$ cat config.mk
export PLATFORM = sky130hd
export DESIGN_NAME = stable_priority_ready_queue_unit
export DESIGN_NICKNAME = d
export VERILOG_FILES = /design/src/hw/rtl/spq_pkg.sv /design/src/hw/rtl/spq_ctrl.sv /design/src/hw/rtl/spq_datapath.sv /design/src/hw/rtl/stable_priority_ready_queue_unit.sv
export SDC_FILE = /design/constraint.sdc
export NUM_CORES = 1
export LEC_CHECK = 0
export CAP_MARGIN = 25
export CORE_MARGIN = 2
export CORE_UTILIZATION = 40
export CTS_CLUSTER_SIZE = 40
export DETAILED_ROUTE_END_ITERATION = 12
export DONT_BUFFER_PORTS = 1
export PLACE_DENSITY = 0.55
export SETUP_SLACK_MARGIN = 0.02
export SLEW_MARGIN = 40
export SYNTH_ARGS = -nofsm -noshare
export SYNTH_HDL_FRONTEND = slang
export SYNTH_SLANG_ARGS = --single-unit
$ cat constraint.sdc
create_clock -name clk -period 6.8 [get_ports clk]
set_input_delay 0.68 -clock clk [delete_from_list [all_inputs] [get_ports clk]]
set_output_delay 0.68 -clock clk [all_outputs]
set_load 0.01 [all_outputs]
$ cat src/hw/rtl/spq_pkg.sv
package spq_pkg;

    localparam int CAPACITY_DEF      = 16;
    localparam int PRIORITY_BITS_DEF = 8;
    localparam int HANDLE_BITS_DEF   = 16;

    localparam int ID_W  = 16;
    localparam int PRI_W = 8;
    localparam int CNT_W = 5;
    localparam int STS_W = 2;

    localparam logic FUNC_ENQ = 1'b0;
    localparam logic FUNC_DEQ = 1'b1;

    typedef enum logic [STS_W-1:0] {
        ST_ENQ   = 2'd0,
        ST_DEQ   = 2'd1,
        ST_EMPTY = 2'd2,
        ST_FULL  = 2'd3
    } status_code_t;

    typedef struct packed {
        logic capture;
        logic enq;
        logic deq;
        logic load;
    } cmd_t;

    typedef struct packed {
        logic func_deq;
        logic full;
        logic empty;
    } sts_t;

endpackage

$ cat src/hw/rtl/spq_ctrl.sv
module spq_ctrl (
    input  logic          clk,
    input  logic          rst_n,
    input  logic          in_valid,
    output logic          in_stall,
    output logic          out_valid,
    input  logic          out_stall,
    input  spq_pkg::sts_t sts,
    output spq_pkg::cmd_t cmd
);
    import spq_pkg::*;

    typedef enum logic [1:0] {
        S_IDLE = 2'b01,
        S_EXEC = 2'b10
    } state_t;

    state_t state_reg, state_next;
    logic   out_valid_reg, out_valid_next;
    logic   out_free;
    logic   in_take;

    assign in_stall  = (state_reg != S_IDLE);
    assign out_valid = out_valid_reg;
    assign in_take   = in_valid && (state_reg == S_IDLE);
    assign out_free  = !out_valid_reg || !out_stall;

    always_comb
    begin
        state_next     = state_reg;
        out_valid_next = out_valid_reg && out_stall;
        cmd            = '0;
        case (state_reg)
            S_IDLE:
            begin
                if (in_take)
                begin
                    cmd.capture = 1'b1;
                    state_next  = S_EXEC;
                end
            end
            S_EXEC:
            begin
                if (out_free)
                begin
                    cmd.enq        = !sts.func_deq && !sts.full;
                    cmd.deq        = sts.func_deq && !sts.empty;
                    cmd.load       = 1'b1;
                    out_valid_next = 1'b1;
                    state_next     = S_IDLE;
                end
            end
            default:
            begin
                state_next = S_IDLE;
            end
        endcase
    end

    always_ff @(posedge clk or negedge rst_n)
    begin
        if (!rst_n)
        begin
            state_reg     <= S_IDLE;
            out_valid_reg <= 1'b0;
        end
        else
        begin
            state_reg     <= state_next;
            out_valid_reg <= out_valid_next;
        end
    end

`ifndef SYNTHESIS
    a_take_exec: assert property (@(posedge clk) disable iff (!rst_n)
        in_valid && !in_stall |=> state_reg == S_EXEC)
        else $error("accepted word did not start execution");

    a_load_valid: assert property (@(posedge clk) disable iff (!rst_n)
        cmd.load |=> out_valid_reg)
        else $error("result load without output valid");

    a_one_op: assert property (@(posedge clk) disable iff (!rst_n)
        !(cmd.enq && cmd.deq))
        else $error("enqueue and dequeue issued together");
`endif

endmodule

$ cat src/hw/rtl/spq_datapath.sv
module spq_datapath #(
    parameter int CAPACITY      = spq_pkg::CAPACITY_DEF,
    parameter int PRIORITY_BITS = spq_pkg::PRIORITY_BITS_DEF,
    parameter int HANDLE_BITS   = spq_pkg::HANDLE_BITS_DEF
) (
    input  logic                       clk,
    input  logic                       rst_n,
    input  spq_pkg::cmd_t              cmd,
    output spq_pkg::sts_t              sts,
    input  logic                       func,
    input  logic [spq_pkg::ID_W-1:0]   proc_id,
    input  logic [spq_pkg::PRI_W-1:0]  proc_priority,
    output logic [spq_pkg::STS_W-1:0]  status,
    output logic [spq_pkg::ID_W-1:0]   out_id,
    output logic [spq_pkg::PRI_W-1:0]  out_priority,
    output logic                       is_empty,
    output logic [spq_pkg::CNT_W-1:0]  entry_count
);
    import spq_pkg::*;

    localparam int OCC_W = $clog2(CAPACITY + 1);

    logic                     func_reg;
    logic [HANDLE_BITS-1:0]   hid_reg;
    logic [PRIORITY_BITS-1:0] hpri_reg;
    logic [31:0]              id_ext;
    logic [31:0]              pri_ext;

    logic [HANDLE_BITS-1:0]   id_reg   [CAPACITY];
    logic [PRIORITY_BITS-1:0] pri_reg  [CAPACITY];
    logic [HANDLE_BITS-1:0]   id_next  [CAPACITY];
    logic [PRIORITY_BITS-1:0] pri_next [CAPACITY];
    logic [CAPACITY-1:0]      le;

    logic [OCC_W-1:0]         occ_reg, occ_next;
    logic                     full;
    logic                     empty;

    status_code_t             code;
    logic [31:0]              head_id_ext;
    logic [31:0]              head_pri_ext;
    logic [31:0]              occ_ext;

    logic [STS_W-1:0]         status_reg;
    logic [ID_W-1:0]          out_id_reg;
    logic [PRI_W-1:0]         out_pri_reg;
    logic                     is_empty_reg;
    logic [CNT_W-1:0]         count_reg;

    assign id_ext  = 32'(proc_id);
    assign pri_ext = 32'(proc_priority);

    always_ff @(posedge clk)
    begin
        if (cmd.capture)
        begin
            func_reg <= func;
            hid_reg  <= id_ext[HANDLE_BITS-1:0];
            hpri_reg <= pri_ext[PRIORITY_BITS-1:0];
        end
    end

    assign full  = (occ_reg == OCC_W'(CAPACITY));
    assign empty = (occ_reg == '0);

    assign sts.func_deq = (func_reg == FUNC_DEQ);
    assign sts.full     = full;
    assign sts.empty    = empty;

    // sorted cells: on insert keep below the insert point, take new word at it, shift above it; on remove shift down
    for (genvar g = 0; g < CAPACITY; g++)
    begin : g_cell
        logic [HANDLE_BITS-1:0]   lo_id;
        logic [PRIORITY_BITS-1:0] lo_pri;
        logic                     lo_le;
        logic [HANDLE_BITS-1:0]   hi_id;
        logic [PRIORITY_BITS-1:0] hi_pri;

        assign le[g] = (OCC_W'(g) < occ_reg) && (pri_reg[g] <= hpri_reg);

        if (g == 0)
        begin : g_first
            assign lo_id  = hid_reg;
            assign lo_pri = hpri_reg;
            assign lo_le  = 1'b1;
        end
        else
        begin : g_rest
            assign lo_id  = id_reg[g-1];
            assign lo_pri = pri_reg[g-1];
            assign lo_le  = le[g-1];
        end

        if (g == CAPACITY - 1)
        begin : g_last
            assign hi_id  = id_reg[g];
            assign hi_pri = pri_reg[g];
        end
        else
        begin : g_mid
            assign hi_id  = id_reg[g+1];
            assign hi_pri = pri_reg[g+1];
        end

        assign id_next[g]  = cmd.deq ? hi_id  :
                             le[g]   ? id_reg[g]  :
                             lo_le   ? hid_reg    : lo_id;
        assign pri_next[g] = cmd.deq ? hi_pri :
                             le[g]   ? pri_reg[g] :
                             lo_le   ? hpri_reg   : lo_pri;
    end

    always_ff @(posedge clk)
    begin
        if (cmd.enq || cmd.deq)
        begin
            for (int i = 0; i < CAPACITY; i++)
            begin
                id_reg[i]  <= id_next[i];
                pri_reg[i] <= pri_next[i];
            end
        end
    end

    always_comb
    begin
        occ_next = occ_reg;
        if (cmd.enq)
        begin
            occ_next = occ_reg + OCC_W'(1);
        end
        else if (cmd.deq)
        begin
            occ_next = occ_reg - OCC_W'(1);
        end
    end

    always_ff @(posedge clk or negedge rst_n)
    begin
        if (!rst_n)
        begin
            occ_reg <= '0;
        end
        else
        begin
            occ_reg <= occ_next;
        end
    end

    always_comb
    begin
        if (func_reg == FUNC_DEQ)
        begin
            code = empty ? ST_EMPTY : ST_DEQ;
        end
        else
        begin
            code = full ? ST_FULL : ST_ENQ;
        end
    end

    assign head_id_ext  = 32'(id_reg[0]);
    assign head_pri_ext = 32'(pri_reg[0]);
    assign occ_ext      = 32'(occ_next);

    always_ff @(posedge clk)
    begin
        if (cmd.load)
        begin
            status_reg   <= code;
            out_id_reg   <= cmd.deq ? head_id_ext[ID_W-1:0]   : '0;
            out_pri_reg  <= cmd.deq ? head_pri_ext[PRI_W-1:0] : '0;
            is_empty_reg <= (occ_next == '0);
            count_reg    <= occ_ext[CNT_W-1:0];
        end
    end

    assign status       = status_reg;
    assign out_id       = out_id_reg;
    assign out_priority = out_pri_reg;
    assign is_empty     = is_empty_reg;
    assign entry_count  = count_reg;

`ifndef SYNTHESIS
    a_occ_bound: assert property (@(posedge clk) disable iff (!rst_n)
        occ_reg <= OCC_W'(CAPACITY))
        else $error("occupancy above capacity");

    a_enq_count: assert property (@(posedge clk) disable iff (!rst_n)
        cmd.enq |=> occ_reg == $past(occ_reg) + OCC_W'(1))
        else $error("enqueue did not grow the queue by one");

    a_deq_count: assert property (@(posedge clk) disable iff (!rst_n)
        cmd.deq |=> occ_reg == $past(occ_reg) - OCC_W'(1))
        else $error("dequeue did not shrink the queue by one");

    a_head_order: assert property (@(posedge clk) disable iff (!rst_n)
        occ_reg >= OCC_W'(2) |-> pri_reg[0] <= pri_reg[1])
        else $error("head entries out of priority order");
`endif

endmodule

$ cat src/hw/rtl/stable_priority_ready_queue_unit.sv
// An accepted input word is captured and then executed; its result word is loaded
// into the output register once that register is free.
// The controller takes a new word only after the previous one has executed, and
// execution waits on a held result.
// Insert and remove run across the row of compare-and-shift cells.
// Reset (rst_n, async, active low) empties the queue; slot contents are not cleared.
module stable_priority_ready_queue_unit #(
    parameter int CAPACITY      = spq_pkg::CAPACITY_DEF,
    parameter int PRIORITY_BITS = spq_pkg::PRIORITY_BITS_DEF,
    parameter int HANDLE_BITS   = spq_pkg::HANDLE_BITS_DEF
) (
    input  logic                       clk,
    input  logic                       rst_n,
    input  logic                       in_valid,
    output logic                       in_stall,
    input  logic                       func,
    input  logic [spq_pkg::ID_W-1:0]   proc_id,
    input  logic [spq_pkg::PRI_W-1:0]  proc_priority,
    output logic                       out_valid,
    input  logic                       out_stall,
    output logic [spq_pkg::STS_W-1:0]  status,
    output logic [spq_pkg::ID_W-1:0]   out_id,
    output logic [spq_pkg::PRI_W-1:0]  out_priority,
    output logic                       is_empty,
    output logic [spq_pkg::CNT_W-1:0]  entry_count
);
    import spq_pkg::*;

    cmd_t cmd;
    sts_t sts;

    spq_ctrl u_ctrl (
        .clk       (clk),
        .rst_n     (rst_n),
        .in_valid  (in_valid),
        .in_stall  (in_stall),
        .out_valid (out_valid),
        .out_stall (out_stall),
        .sts       (sts),
        .cmd       (cmd)
    );

    spq_datapath #(
        .CAPACITY      (CAPACITY),
        .PRIORITY_BITS (PRIORITY_BITS),
        .HANDLE_BITS   (HANDLE_BITS)
    ) u_datapath (
        .clk           (clk),
        .rst_n         (rst_n),
        .cmd           (cmd),
        .sts           (sts),
        .func          (func),
        .proc_id       (proc_id),
        .proc_priority (proc_priority),
        .status        (status),
        .out_id        (out_id),
        .out_priority  (out_priority),
        .is_empty      (is_empty),
        .entry_count   (entry_count)
    );

endmodule

==> metrics.cfg <==
[placement]
dp.cells=3388
place.gp.congestion=0.8393
io_buffers=0
hpwl_mm=60.94

[clock_tree]
insertion_delay_ns=0.63
cts_tree=done
clk_path_buf_depth=3
clock-sinks=449
htreeDepth=2
cts_root_buffer=clkbuf_16
clk_pin_slew_ns=0.06
cts_setup_buffers=0
cts_buffers=52

[pwr]
p_clk_share_pct=27.3
totalPowerFinal_mw=10.12
ir_drop_mv=0.2569
switchingPower_mw=3.725
p_comb_share_pct=34.6
power.leakage_nw=10.30
p_sw_share_pct=36.82
powerDensity_nw_per_um2=331.6
p_int_mw=6.392
p_seq_share_pct=38.1

[timing]
setup_viol=0
grt_setup_unrepaired=false
fin_crit_ns=3.755
period_share_pct=55.22
whs_ns=0.1478
worst_pin_slew_ns=0.8208
clock-skew-final_ns=0.02061
hold_violations=0
fmax_ghz=0.2663
fin_tns_setup_ns=0
slew_violations=0
max_slew_margin_pct=45.28

[finish]
n_antenna_cell=0
final_util_pct=44.25
register_area_um2=13450
syn_to_final_growth_pct=9.111
multi_input_area_um2=13300
stdcell_count=3484
n_fill_cell=6545
drive_above_1_share_pct=16.57
nets=2676
largest_register_ffs=256

[logic_synthesis]
synth.avg_cell_area_um2=10.38
syn_inst=2693
yosysTopAreaCellShare_pct=47.36
yosysSeqAreaShare_pct=48.08
synth-edff-count=441
yosys_warnings=0
ys_ff_latch=449
synthArstFlopShare_pct=1.782
synth.distinct_cells=51
yosysMostFrequentCell=edfxtp_1
syn_area_um2=27960
synth_common_cells=441 x edfxtp_1, 360 x nor2_1, 342 x a31oi_1
synth_nets=2854
synth.largest_area_cell=edfxtp_1
synth_ff_type=edfxtp_1
synthTopCellsByArea=edfxtp_1 47%, o31ai_1 9.0%, a31oi_1 7.7%

[worst_setup_path]
worstPathCellList=inv_2, buf_4, ha_1, nand4_1, nor2_1, a211oi_4, buf_4, nor3_1, o21ai_2, buf_4
cp_common_cell=buf_4
worstPathArrival_ns=4.02
cpLargestDelayFamily=buffers and inverters
cp.required_ns=7.07
crit_path_start_kind=flip-flop
end_kind=flip-flop
critPathBufInv=4
critPathMaxStageDelay_ns=0.57
worst_path_max_delay_cell=edfxtp_1
worstSetupPathType=flip-flop to flip-flop
cp_max_fo=33

[drt]
remaining_drc_errors=0
dr.pass1.iters=5
routed_wl_mm=92.10
vias=23070
viasPerCell=6.622
ant_nets=0
drtIter0Drc=2508
routedWlPerCell_um=26.43

[floorplanning]
die-area_um2=72040
ios=63
core_area_um2=68950
rows=96
start_util_pct=40.56
die_y_um=268.4
die_w_um=268.4

[min_path]
hp-class=primary input to flip-flop

[global_route]
grt_util_all_layers_pct=24.79
grt_pass1_wl_mm=137.5
overflow=0
grt_max_degree=136
grt_pass1_vias=21940
antenna_found_initial=2

[run]
maxCapViolations=0

[run_status]
status=finished, final reports clean

[worst register-to-register path, stage by stage, from the launching register on]
cell      delay [ns]
edfxtp_1        0.57
inv_2           0.34
buf_4           0.34
ha_1            0.32
nand4_1         0.11
nor2_1          0.09
a211oi_4        0.57
buf_4           0.43
nor3_1          0.12
o21ai_2         0.14
buf_4           0.36
[final cells by class]
cell class,count,area share [%]
Clock buffer,68,4.593
Clock inverter,24,0.7177
Sequential cell,449,44.07
Multi-Input combinational cell,1879,43.59
Inverter,34,0.4265
Tap cell,931,3.818
Timing Repair Buffer,99,2.776
[repair_timing]
item,4_1_cts,5_1_grt
gates resized for setup,0,0
hold endpoints to repair,8,0
hold buffers,1,0
[through the flow]
step	setup slack (ns)	instance area, um^2
finish	3.045	30510
global placement	2.810	28680
detailed placement	3.068	28830
CTS	3.055	30460
floorplan	2.042	27960
global route	2.795	30510
[logic make-up after synthesis]
kind of cell / after synthesis / share of synthesized area [%]
adder cells (fa/ha/maj): 132 / 5.907
AO/OA/AOI/OAI: 848 / 20.54
flip-flops: 449 / 48.08
XOR/XNOR: 4 / 0.1253
AND/OR/NAND/NOR: 872 / 18.44
buffers and inverters: 365 / 5.978
multiplexers: 23 / 0.9263
[per-layer routing]
| layer | vias up | part of all wire [%] | GRT usage (%) | routed length [um] |
|---|---|---|---|---|
| met5 | - | 0 | 0 | 0 |
| met4 | 0 | 4.2 | 10.00 | 3835 |
| met1 | 11530 | 41 | 31.90 | 38020 |
| li1 | 10490 | - | - | - |
| met2 | 848 | 49 | 41.82 | 44700 |
| met3 | 211 | 6.0 | 3.757 | 5546 |
[worst paths after layout]
check	from	endpoint	slack, ns	depth (start not counted)
worst min register to register	u_ctrl.state_reg[1]$_DFFE_PN0P_	u_ctrl.out_valid$_DFF_PN0_	0.54	2
worst max register to register	u_datapath.g_cell[0].lo_pri[3]$_DFFE_PP_	u_datapath.pri_reg[0][45]$_DFFE_PP_	3.05	10
max in group asynchronous	rst_n	u_ctrl.state_reg[0]$_DFFE_PN1P_	6.08	1
min in group asynchronous	rst_n	u_ctrl.state_reg[1]$_DFFE_PN0P_	0.41	1
worst max-delay path	u_datapath.g_cell[0].lo_pri[3]$_DFFE_PP_	u_datapath.pri_reg[0][45]$_DFFE_PP_	3.05	10
worst min-delay path	proc_id[14]	u_datapath.g_cell[0].lo_id[14]$_DFFE_PP_	0.15	0
[power by group through the flow]
| stage | Sequential (mW) | Clock [mW] | Combinational (mW) |
|---|---|---|---|
| after global routing | 3.87 | 2.89 | 3.82 |
| after floorplan | 3.73 | 0 | 2.66 |
| after global placement | 3.92 | 0 | 3.29 |
| after CTS | 3.85 | 2.81 | 3.44 |
| final | 3.86 | 2.76 | 3.50 |
| after detailed placement | 3.91 | 0 | 3.43 |
[cells in the final DEF (no fill, tap or decap), types with 60 or more instances in the layout]
| cell | n |
|---|---|
| edfxtp_1 | 441 |
| nor2_1 | 357 |
| a31oi_1 | 340 |
| o31ai_1 | 336 |
| or4b_2 | 160 |
| ha_1 | 132 |
| nand4_1 | 105 |
| buf_4 | 83 |
| or4_1 | 78 |
| nand2_1 | 60 |
(Power assumes the default switching activity.)
